File: src/hw/rtl/pts_pkg.sv
// ----------------------------------------------------------------------------
// pts_pkg: shared types and constants of the priority task scheduler
// Store geometry, item kinds, controller states and the command/status bundles.
// ----------------------------------------------------------------------------
package pts_pkg;
	localparam int QUEUE_DEPTH  = 16;
	localparam int TASK_ID_BITS = 8;
	localparam int IDX_W        = $clog2(QUEUE_DEPTH);
	localparam int FILL_W       = $clog2(QUEUE_DEPTH + 1);
	localparam int CNT_W        = 10;
	localparam logic [CNT_W-1:0] TICK_MAX = CNT_W'(999);

	typedef enum logic [1:0] {
		KIND_ADD      = 2'd0,
		KIND_TICK     = 2'd1,
		KIND_DISPATCH = 2'd2,
		KIND_NONE     = 2'd3
	} kind_t;

	typedef enum logic [2:0] {
		ST_IDLE,
		ST_PROMOTE,
		ST_POP,
		ST_RERUN,
		ST_DONE
	} state_t;

	// controller -> datapath
	typedef struct packed {
		logic latch;    // capture the item
		logic add;      // insert item task into ready store
		logic tick;     // count down the delay store
		logic promote;  // move delay head into ready store
		logic pop;      // pop ready head into the dispatch register
		logic rerun;    // reinsert the dispatched task
		logic report;   // strobe the result
	} pts_cmd_t;

	// datapath -> controller
	typedef struct packed {
		logic         delay_head_zero; // delay store nonempty, head count zero
		logic         ready_empty;
		logic         rerun_req;
		kind_t        kind;
	} pts_stat_t;
endpackage

File: src/hw/rtl/priority_task_scheduler.sv
// ----------------------------------------------------------------------------
// priority_task_scheduler: ready queue plus delay queue task scheduler
// Sorted ready store (by priority) and delay store (by remaining ticks).
// ----------------------------------------------------------------------------
// An item is taken when start is high and busy is low. Every item yields one
// result, shown for a single cycle with done high; the receiver cannot stall
// it, so capture it on that cycle. An add or tick is one store operation;
// a dispatch first promotes each delayed task whose count is zero, then pops
// the ready head and reinserts it if it reruns. The sequencer does one store
// operation per cycle; each insert is a parallel compare-and-shift over the
// store, so cost does not grow with depth. Ties keep arrival order.
module priority_task_scheduler import pts_pkg::*; (
	input  logic       clk,
	input  logic       arst_n,
	input  logic       start,
	output logic       busy,
	input  logic [1:0] kind,
	input  logic [7:0] task_id,
	input  logic [7:0] priority_req,
	input  logic       rerun_enable,
	input  logic [9:0] rerun_ticks,
	output logic       done,
	output logic       dispatched_valid,
	output logic [7:0] dispatched_task,
	output logic [7:0] dispatched_priority,
	output logic       all_done,
	output logic       overflow,
	output logic [4:0] ready_count,
	output logic [4:0] delayed_count
);
	pts_cmd_t  cmd;
	pts_stat_t stat;

	// sequencer: one item at a time
	pts_ctrl u_ctrl (
		.clk, .arst_n, .start, .busy, .stat, .cmd
	);

	// stores and result registers; done is the report command registered
	pts_dpath u_dpath (
		.clk, .arst_n, .cmd, .stat,
		.kind, .task_id, .priority_req, .rerun_enable, .rerun_ticks,
		.dispatched_valid, .dispatched_task, .dispatched_priority,
		.all_done, .overflow, .ready_count, .delayed_count, .done
	);
endmodule

File: src/hw/rtl/pts_ctrl.sv
// ----------------------------------------------------------------------------
// pts_ctrl: scheduler sequencer
// Steps one item through its operations and issues datapath commands.
// ----------------------------------------------------------------------------
module pts_ctrl import pts_pkg::*; (
	input  logic      clk,
	input  logic      arst_n,
	input  logic      start,
	output logic      busy,
	input  pts_stat_t stat,
	output pts_cmd_t  cmd
);
	state_t state_q, state_d;

	always_ff @(posedge clk or negedge arst_n) begin
		if (!arst_n) state_q <= ST_IDLE;
		else         state_q <= state_d;
	end

	always_comb begin
		state_d = state_q;
		cmd     = '0;
		busy    = (state_q != ST_IDLE);
		case (state_q)
			ST_IDLE: begin
				if (start) begin
					cmd.latch = 1'b1;
					state_d   = ST_PROMOTE;
				end
			end
			ST_PROMOTE: begin
				// one store operation per cycle
				case (stat.kind)
					KIND_ADD: begin
						cmd.add = 1'b1;
						state_d = ST_DONE;
					end
					KIND_TICK: begin
						cmd.tick = 1'b1;
						state_d  = ST_DONE;
					end
					KIND_DISPATCH: begin
						if (stat.delay_head_zero) cmd.promote = 1'b1;
						else                      state_d = ST_POP;
					end
					default: state_d = ST_DONE;
				endcase
			end
			ST_POP: begin
				if (stat.ready_empty) begin
					state_d = ST_DONE;
				end else begin
					cmd.pop = 1'b1;
					state_d = stat.rerun_req ? ST_RERUN : ST_DONE;
				end
			end
			ST_RERUN: begin
				cmd.rerun = 1'b1;
				state_d   = ST_DONE;
			end
			ST_DONE: begin
				cmd.report = 1'b1;
				state_d    = ST_IDLE;
			end
			default: state_d = ST_IDLE;
		endcase
	end
endmodule

File: src/hw/rtl/pts_dpath.sv
// ----------------------------------------------------------------------------
// pts_dpath: sorted stores and result registers
// Shift-register stores that insert in order with a per-entry compare.
// ----------------------------------------------------------------------------
module pts_dpath import pts_pkg::*; (
	input  logic                    clk,
	input  logic                    arst_n,
	input  pts_cmd_t                cmd,
	output pts_stat_t               stat,
	input  logic [1:0]              kind,
	input  logic [7:0]              task_id,
	input  logic [7:0]              priority_req,
	input  logic                    rerun_enable,
	input  logic [9:0]              rerun_ticks,
	output logic                    dispatched_valid,
	output logic [7:0]              dispatched_task,
	output logic [7:0]              dispatched_priority,
	output logic                    all_done,
	output logic                    overflow,
	output logic [4:0]              ready_count,
	output logic [4:0]              delayed_count,
	output logic                    done
);
	logic [TASK_ID_BITS-1:0] r_task_q [QUEUE_DEPTH];
	logic [7:0]              r_prio_q [QUEUE_DEPTH];
	logic [TASK_ID_BITS-1:0] d_task_q [QUEUE_DEPTH];
	logic [7:0]              d_prio_q [QUEUE_DEPTH];
	logic [CNT_W-1:0]        d_cnt_q  [QUEUE_DEPTH];
	logic [FILL_W-1:0]       r_fill_q, d_fill_q;

	kind_t                   kind_q;
	logic [TASK_ID_BITS-1:0] id_q;
	logic [7:0]              prio_q;
	logic                    rerun_q;
	logic [CNT_W-1:0]        ticks_q;
	logic                    dval_q, ovf_q, done_q;
	logic [TASK_ID_BITS-1:0] dtask_q;
	logic [7:0]              dprio_q;

	// ready insert source
	logic                    r_ins;
	logic [TASK_ID_BITS-1:0] r_ins_task;
	logic [7:0]              r_ins_prio;
	logic                    r_full, d_full, d_ins;

	assign r_full = (r_fill_q == FILL_W'(QUEUE_DEPTH));
	assign d_full = (d_fill_q == FILL_W'(QUEUE_DEPTH));

	always_comb begin
		r_ins      = 1'b0;
		r_ins_task = id_q;
		r_ins_prio = prio_q;
		d_ins      = 1'b0;
		if (cmd.add) r_ins = 1'b1;
		if (cmd.promote) begin
			r_ins      = 1'b1;
			r_ins_task = d_task_q[0];
			r_ins_prio = d_prio_q[0];
		end
		if (cmd.rerun) begin
			r_ins_task = dtask_q;
			r_ins_prio = dprio_q;
			if (ticks_q == '0) r_ins = 1'b1;
			else               d_ins = 1'b1;
		end
	end

	// ready store: on pop entry k takes neighbor k+1; on insert it takes new item, its own, or neighbor k-1
	logic [QUEUE_DEPTH-1:0] r_gt;
	always_comb begin
		for (int k = 0; k < QUEUE_DEPTH; k++)
			r_gt[k] = (FILL_W'(k) < r_fill_q) && (r_prio_q[k] > r_ins_prio);
	end

	always_ff @(posedge clk) begin
		for (int k = 0; k < QUEUE_DEPTH; k++) begin
			if (cmd.pop) begin
				if (k < QUEUE_DEPTH - 1) begin
					r_task_q[k] <= r_task_q[k+1];
					r_prio_q[k] <= r_prio_q[k+1];
				end
			end else if (r_ins && !r_full) begin
				if (r_gt[k] || FILL_W'(k) == r_fill_q) begin
					if (k == 0 || !r_gt[k-1 < 0 ? 0 : k-1] || FILL_W'(k) == 0) begin
						r_task_q[k] <= r_ins_task;
						r_prio_q[k] <= r_ins_prio;
					end else begin
						r_task_q[k] <= r_task_q[k-1 < 0 ? 0 : k-1];
						r_prio_q[k] <= r_prio_q[k-1 < 0 ? 0 : k-1];
					end
				end
			end
		end
	end

	// delay store
	logic [QUEUE_DEPTH-1:0] d_gt;
	always_comb begin
		for (int k = 0; k < QUEUE_DEPTH; k++)
			d_gt[k] = (FILL_W'(k) < d_fill_q) && (d_cnt_q[k] > ticks_q);
	end

	always_ff @(posedge clk) begin
		for (int k = 0; k < QUEUE_DEPTH; k++) begin
			if (cmd.promote) begin
				if (k < QUEUE_DEPTH - 1) begin
					d_task_q[k] <= d_task_q[k+1];
					d_prio_q[k] <= d_prio_q[k+1];
					d_cnt_q[k]  <= d_cnt_q[k+1];
				end
			end else if (cmd.tick) begin
				if (d_cnt_q[k] != '0) d_cnt_q[k] <= d_cnt_q[k] - CNT_W'(1);
			end else if (d_ins && !d_full) begin
				if (d_gt[k] || FILL_W'(k) == d_fill_q) begin
					if (k == 0 || !d_gt[k-1 < 0 ? 0 : k-1]) begin
						d_task_q[k] <= dtask_q;
						d_prio_q[k] <= dprio_q;
						d_cnt_q[k]  <= ticks_q;
					end else begin
						d_task_q[k] <= d_task_q[k-1 < 0 ? 0 : k-1];
						d_prio_q[k] <= d_prio_q[k-1 < 0 ? 0 : k-1];
						d_cnt_q[k]  <= d_cnt_q[k-1 < 0 ? 0 : k-1];
					end
				end
			end
		end
	end

	always_ff @(posedge clk) begin
		if (cmd.latch) begin
			kind_q  <= kind_t'(kind);
			id_q    <= task_id[TASK_ID_BITS-1:0];
			prio_q  <= priority_req;
			rerun_q <= rerun_enable;
			ticks_q <= (rerun_ticks > TICK_MAX) ? TICK_MAX : rerun_ticks;
		end
		if (cmd.pop) begin
			dtask_q <= r_task_q[0];
			dprio_q <= r_prio_q[0];
		end
	end

	always_ff @(posedge clk or negedge arst_n) begin
		if (!arst_n) begin
			r_fill_q <= '0;
			d_fill_q <= '0;
			dval_q   <= 1'b0;
			ovf_q    <= 1'b0;
			done_q   <= 1'b0;
		end else begin
			done_q <= cmd.report;
			if (cmd.latch) begin
				dval_q <= 1'b0;
				ovf_q  <= 1'b0;
			end
			if (cmd.pop) begin
				dval_q   <= 1'b1;
				r_fill_q <= r_fill_q - FILL_W'(1);
			end
			if (cmd.promote) d_fill_q <= d_fill_q - FILL_W'(1);
			if (r_ins) begin
				if (r_full) ovf_q <= 1'b1;
				else        r_fill_q <= r_fill_q + FILL_W'(1);
			end
			if (d_ins) begin
				if (d_full) ovf_q <= 1'b1;
				else        d_fill_q <= d_fill_q + FILL_W'(1);
			end
		end
	end

	assign stat.delay_head_zero = (d_fill_q != '0) && (d_cnt_q[0] == '0);
	assign stat.ready_empty     = (r_fill_q == '0);
	assign stat.rerun_req       = rerun_q;
	assign stat.kind            = kind_q;

	assign done                = done_q;
	assign dispatched_valid    = dval_q;
	assign dispatched_task     = dval_q ? 8'(dtask_q) : 8'd0;
	assign dispatched_priority = dval_q ? dprio_q : 8'd0;
	assign all_done            = (r_fill_q == '0) && (d_fill_q == '0);
	assign overflow            = ovf_q;
	assign ready_count         = 5'(r_fill_q);
	assign delayed_count       = 5'(d_fill_q);
endmodule

File: config.mk
export PLATFORM = sky130hd
export DESIGN_NAME = priority_task_scheduler
export DESIGN_NICKNAME = d
export VERILOG_FILES = /design/src/hw/rtl/pts_pkg.sv /design/src/hw/rtl/priority_task_scheduler.sv /design/src/hw/rtl/pts_ctrl.sv /design/src/hw/rtl/pts_dpath.sv
export SDC_FILE = /design/constraint.sdc
export NUM_CORES = 2
export LEC_CHECK = 0
export BUFFER_PORTS_ARGS = -buffer_cell sky130_fd_sc_hd__clkbuf_2
export CAP_MARGIN = 10
export CORE_ASPECT_RATIO = 2
export CORE_MARGIN = 3
export CORE_UTILIZATION = 36
export CTS_CLUSTER_DIAMETER = 50
export CTS_CLUSTER_SIZE = 20
export DETAILED_ROUTE_END_ITERATION = 8
export GPL_TIMING_DRIVEN = 1
export PLACE_DENSITY_LB_ADDON = 0.25
export SYNTH_ARGS = -nofsm -noshare
export SYNTH_HDL_FRONTEND = slang
export SYNTH_HIERARCHICAL = 1
export SYNTH_SLANG_ARGS = --single-unit
File: constraint.sdc
create_clock -name clk -period 13.5 [get_ports clk]
set_clock_uncertainty 0.05 [all_clocks]
set_input_delay 3.375 -clock clk [delete_from_list [all_inputs] [get_ports clk]]
set_output_delay 3.375 -clock clk [all_outputs]
set_load 0.1 [all_outputs]
Yosys cells after proc, flatten, opt, wreduce, memory -nomap -nowiden
Memories as Yosys holds them, arrays and structs flattened. Cells that the tools add are included.

Output and inout bits: 31. Register bits after elaboration: 61. Memories kept: 5. Input port bits: 32. Memory bits (writable): 672.

Memories: u_dpath.d_cnt_q (words 16, width 10, rd ports 16, clocked after memory_dff 0, write ports 16, line pts_dpath.sv:28) `logic [CNT_W-1:0] d_cnt_q [QUEUE_DEPTH];`; u_dpath.d_prio_q (words 16, width 8, rd ports 16, clocked after memory_dff 0, write ports 16, line pts_dpath.sv:27) `logic [7:0] d_prio_q [QUEUE_DEPTH];`; u_dpath.d_task_q (words 16, width 8, rd ports 16, clocked after memory_dff 0, write ports 16, line pts_dpath.sv:26) `logic [TASK_ID_BITS-1:0] d_task_q [QUEUE_DEPTH];`; u_dpath.r_prio_q (words 16, width 8, rd ports 16, clocked after memory_dff 0, write ports 16, line pts_dpath.sv:25) `logic [7:0] r_prio_q [QUEUE_DEPTH];`; u_dpath.r_task_q (words 16, width 8, rd ports 16, clocked after memory_dff 0, write ports 16, line pts_dpath.sv:24) `logic [TASK_ID_BITS-1:0] r_task_q [QUEUE_DEPTH];`.

Muxes and demuxes: 615. $lt $le $gt $ge: 65. Bitwise operators: 166. Eq/ne operators: 40. Add/sub/neg operators: 20. Reductions and logical operators: 96.

Operators with widths (count): 8-bit two-way mux (126); 10-bit two-way mux (46); 1-bit two-way mux (430); 1-bit OR (166); 10-bit > comparator (16); 10-bit nonzero test (16); 10-bit by 1-bit subtractor with 10-bit output, second input constant (16); 8-bit > comparator (16); 4-bit by 5-bit == test with 1-bit output, first input constant (16); 4-bit by 5-bit less-than comparator with 1-bit output, first input constant (16); 3-bit by 5-bit == test with 1-bit output, first input constant (8); 3-bit by 5-bit less-than comparator with 1-bit output, first input constant (8); 1-bit logical AND (36); 1-bit logical OR (32); 5-bit two-way mux (6); 2-bit by 5-bit == test with 1-bit output, first input constant (4); 10-bit logical NOT (2); 1-bit by 5-bit less-than comparator with 1-bit output, first input constant (4); 2-bit by 5-bit less-than comparator with 1-bit output, first input constant (4); 3-bit two-way mux (6); 3-bit case mux with 4 select lines (1); 5-bit by 1-bit adder with 5-bit output, second input constant (2); 1-bit by 5-bit == test with 1-bit output, first input constant (2); 5-bit == test, second input constant (2); 17 further kinds (21).

Longest topological paths before layout
Word-level depth: 16. Depth in mapped cells: 21. Gate-level depth less buffers: 16.

Hierarchy
The synthesis kept the hierarchy.

By module, submodules not included: pts_dpath (times used 1, seq. area each 21856.0 µm², area each 50010.5 µm², cells an instance 4069); pts_ctrl (times used 1, seq. area each 75.1 µm², area each 240.2 µm², cells an instance 26).

Worst setup path after synthesis
Ideal clock, no wire load.

Path type: register to output. From: reg u_dpath.r_fill_q[3] (netlist: u_dpath/ready_count[3]). To: out all_done. Path slack: 7121 ps. Data required time: 10075 ps. Stages on the path, launching flop included: 5. Data arrival time: 2954 ps. Cell sequence: dfrtp_1 buf_2 nor3_1 nand2_1 nor2_1.

Word-level cells in the longest chain between the ends: 2.

Ends and longest elaborated chain: from (decl) (line pts_dpath.sv:29) `logic [FILL_W-1:0] r_fill_q, d_fill_q;`; from (signal assigned) (line pts_dpath.sv:158) `r_fill_q <= r_fill_q - FILL_W'(1);`; from (signal assigned) (line pts_dpath.sv:163) `else r_fill_q <= r_fill_q + FILL_W'(1);`; 5-bit logical NOT (line pts_dpath.sv:181) `assign all_done = (r_fill_q == '0) && (d_fill_q == '0);`; 1-bit logical AND (line pts_dpath.sv:181); to (decl) (line priority_task_scheduler.sv:26) `output logic all_done,`.

Every way passes these cells.

Final worst setup path
From: reg u_dpath.r_fill_q[0] (netlist: u_dpath/ready_count[0]). To: out all_done.

Same word-level chain as after synthesis.

==> results.json <==
{
  "p_leak_nw": 20.2,
  "synth_edf_count": 717,
  "ant_nets": 0,
  "yosys_warnings": 6,
  "area_growth_syn_to_layout_pct": 10.3,
  "dieWidth_um": 270,
  "clock_latency_ns": 0.71,
  "die_area_mm2": 0.144,
  "cts_hold_buf": 0,
  "antenna_found_initial": 9,
  "core_area_mm2": 0.138,
  "start_util": 0.363,
  "post-cts-setup-buffers": 0,
  "power_frac_seq": 0.361,
  "numPortBuffers": 62,
  "p_comb_frac": 0.370,
  "syn_inst": 4095,
  "async_reset_ff_frac": 0.0218,
  "dp_hpwl_mm": 128,
  "clkPwrFrac": 0.269,
  "slew_headroom": 0.166,
  "io_pins": 63,
  "cp_max_fo": 14,
  "p_int_mw": 5.37,
  "synth_area_per_cell_um2": 12.3,
  "dp.cells": 5884,
  "reg2reg_depth": 18,
  "h-tree-depth": 3,
  "layout_setup_ws_ns": 6.78,
  "maxCapViolCount": 0,
  "post-route-period-util": 0.498,
  "rsz0062_at_grt": "false",
  "fin_nets": 4457,
  "yosysUniqueCellTypes": 93,
  "grt_pass1_wl_mm": 250,
  "cts_sinks": 733,
  "path_cells": "inv_1, ha_1, nand2_1, nor2_1, clkbuf_2",
  "swShare": 0.393,
  "rows": 193,
  "synthFlopType": "edfxtp_1",
  "end_kind": "output pin",
  "p_sw_mw": 3.47,
  "cts_buffer_depth": 3,
  "drive_gt1_frac": 0.310,
  "hold_viol": 0,
  "wl_per_cell_um": 28.9,
  "grt_max_degree": 53,
  "final_common_cell": "mux2_2",
  "cts-buffers-inserted": 77,
  "syn_nets": 4441,
  "startpoint_type": "flip-flop",
  "cts_tree": "done",
  "hp-class": "flip-flop to flip-flop",
  "via_per_inst": 5.75,
  "power_density_mw_per_mm2": 159,
  "die_h_um": 534,
  "clkTransAtPathRegs_ns": 0.07,
  "slowest_delay_ns": 0.69,
  "dr_total_vias": 34700,
  "drt_wl_total_mm": 175,
  "yosys.area.top_type": "edfxtp_1",
  "criticalPathCategory": "flip-flop to output pin",
  "maxSlewViolCount": 0,
  "status": "complete, no violations",
  "place_ws_ns": 7.26,
  "cts_root_buf": "clkbuf_16",
  "ir_worst_vdd_mv": 0.126,
  "layout.cells.non_filler": 6032,
  "slowest_stage": "dfrtp_1",
  "setup_violations": 0,
  "drt_iter0_drc": 2320,
  "grt_pass1_vias": 36500,
  "crit_arrival_ns": 3.29,
  "ys_seq_area_frac": 0.436,
  "yosys-top-cells-area": "edfxtp_1 43%, mux2_2 18%, ha_1 7.8%",
  "fmax_ghz": 0.149,
  "gp_congestion": 0.923,
  "drt_pass1_iterations": 5,
  "fin_crit_ns": 6.72,
  "layout_common_cells": "782 x mux2_2, 717 x edfxtp_1, 374 x mux2i_1, 314 x ha_1, 211 x a21oi_1",
  "min_path_cells": 0,
  "synth.top_cell.area_share": 0.428,
  "yosys_register_bits": 733,
  "grt_overflow": 0,
  "fin_setup_tns_ns": 0,
  "required_ns": 10.07,
  "worstMarginPinSlew_ns": 1.25,
  "grt_usage": 0.236,
  "cts_resized": 0,
  "route.detailed.drc": 0,
  "synthesis.area_mm2": 0.0503
}
[flip-flops by register name, summed over array words and instances (netlist names)]
register                  cells
u_ctrl/state_q                3
u_dpath/d_cnt_q             160
u_dpath/d_prio_q            128
u_dpath/d_task_q            128
u_dpath/delayed_count         5
u_dpath/dispatched_valid      1
u_dpath/done                  1
u_dpath/dprio_q               8
u_dpath/dtask_q               8
u_dpath/id_q                  8
u_dpath/kind_q                2
u_dpath/overflow              1
u_dpath/prio_q                8
u_dpath/r_prio_q            128
u_dpath/r_task_q            128
u_dpath/ready_count           5
u_dpath/rerun_q               1
u_dpath/ticks_q              10
[worst max-delay path, delay by kind of cell (launching register included)]
family	cells	cell delay (ns)
fa+ha+maj	1	0.41
buf+inv	2	0.77
flops	1	0.69
simple gates	2	0.71
[power by group through the flow]
stage                     clock network, mW  registers, mW  logic, mW
after floorplan                           0           3.12       2.22
final                                  2.38           3.19       3.26
after detailed placement                  0           3.23       3.25
after global placement                    0           3.23       3.19
after global routing                   2.51           3.20       3.51
after CTS                              2.43           3.19       3.26
[logic make-up (layout without fill, tap and decap cells)]
group,count (synthesis),in the layout,synth area share
buf+inv,332,413,0.0336
other cells,0,4,0
simple gates,748,748,0.0755
compound gates,605,605,0.0795
fa+ha+maj,314,314,0.0782
flops,733,733,0.436
xor+xnor,116,116,0.0202
mux,1247,1247,0.276
[metal layers]
| layer | routed length [um] | up-vias | track usage |
|---|---|---|---|
| met4 | 15200 | 0 | 0.178 |
| met1 | 56400 | 17300 | 0.218 |
| li1 | - | 15700 | - |
| met5 | 0 | - | 0 |
| met2 | 96700 | 1105 | 0.465 |
| met3 | 6250 | 569 | 0.0287 |
[Yosys cell counts, drive strengths merged, types with 20 or more instances]
master,n
o31ai,23
mux2,873
nand2,184
nor2b,40
nand3,50
clkbuf,98
mux2i,374
a21oi,231
or2,29
and4,20
o21a,37
a21o,34
nor2,200
a211oi,20
buf,137
edfxtp,717
ha,314
nand4,37
or3,24
inv,97
and2,24
o21ai,156
nor3,41
xor2,49
xnor2,67
[path summary, 6_finish.rpt]
kind                                         from                endpoint  slack, ns
setup / recovery           u_dpath/ready_count[0]                all_done       6.78
hold reg to reg            u_dpath/r_task_q[0][7]      u_dpath/dtask_q[7]       0.40
max in group asynchronous                  arst_n  u_dpath/ready_count[3]      10.28
hold / removal             u_dpath/r_task_q[0][7]      u_dpath/dtask_q[7]       0.40
min in group asynchronous                  arst_n            u_dpath/done       2.66
setup reg to reg            u_dpath/d_cnt_q[0][0]  u_dpath/r_task_q[1][7]       7.16
[per-stage QoR]
step                area (um^2)   util  hold slack (ns)  power [mW]
floorplan                 50300      -            0.372        5.34
global placement          52600  0.380            0.391        6.42
detailed placement        52600  0.380            0.387        6.48
CTS                       55400  0.400            0.405        8.87
global route              55400  0.400            0.427        9.22
finish                    55400  0.400            0.404        8.83
[area by class of cell]
class / count / area (um^2)
fillers: 13300 / 83000
multi-input cells: 3030 / 26900
flip-flops and latches: 733 / 21900
well taps: 1852 / 2320
clock buffers: 81 / 1990
repair buffers: 172 / 1140
clock inverters: 63 / 801
inverters: 97 / 364
diodes: 4 / 10.0
Power figures use the tool's default switching activity.
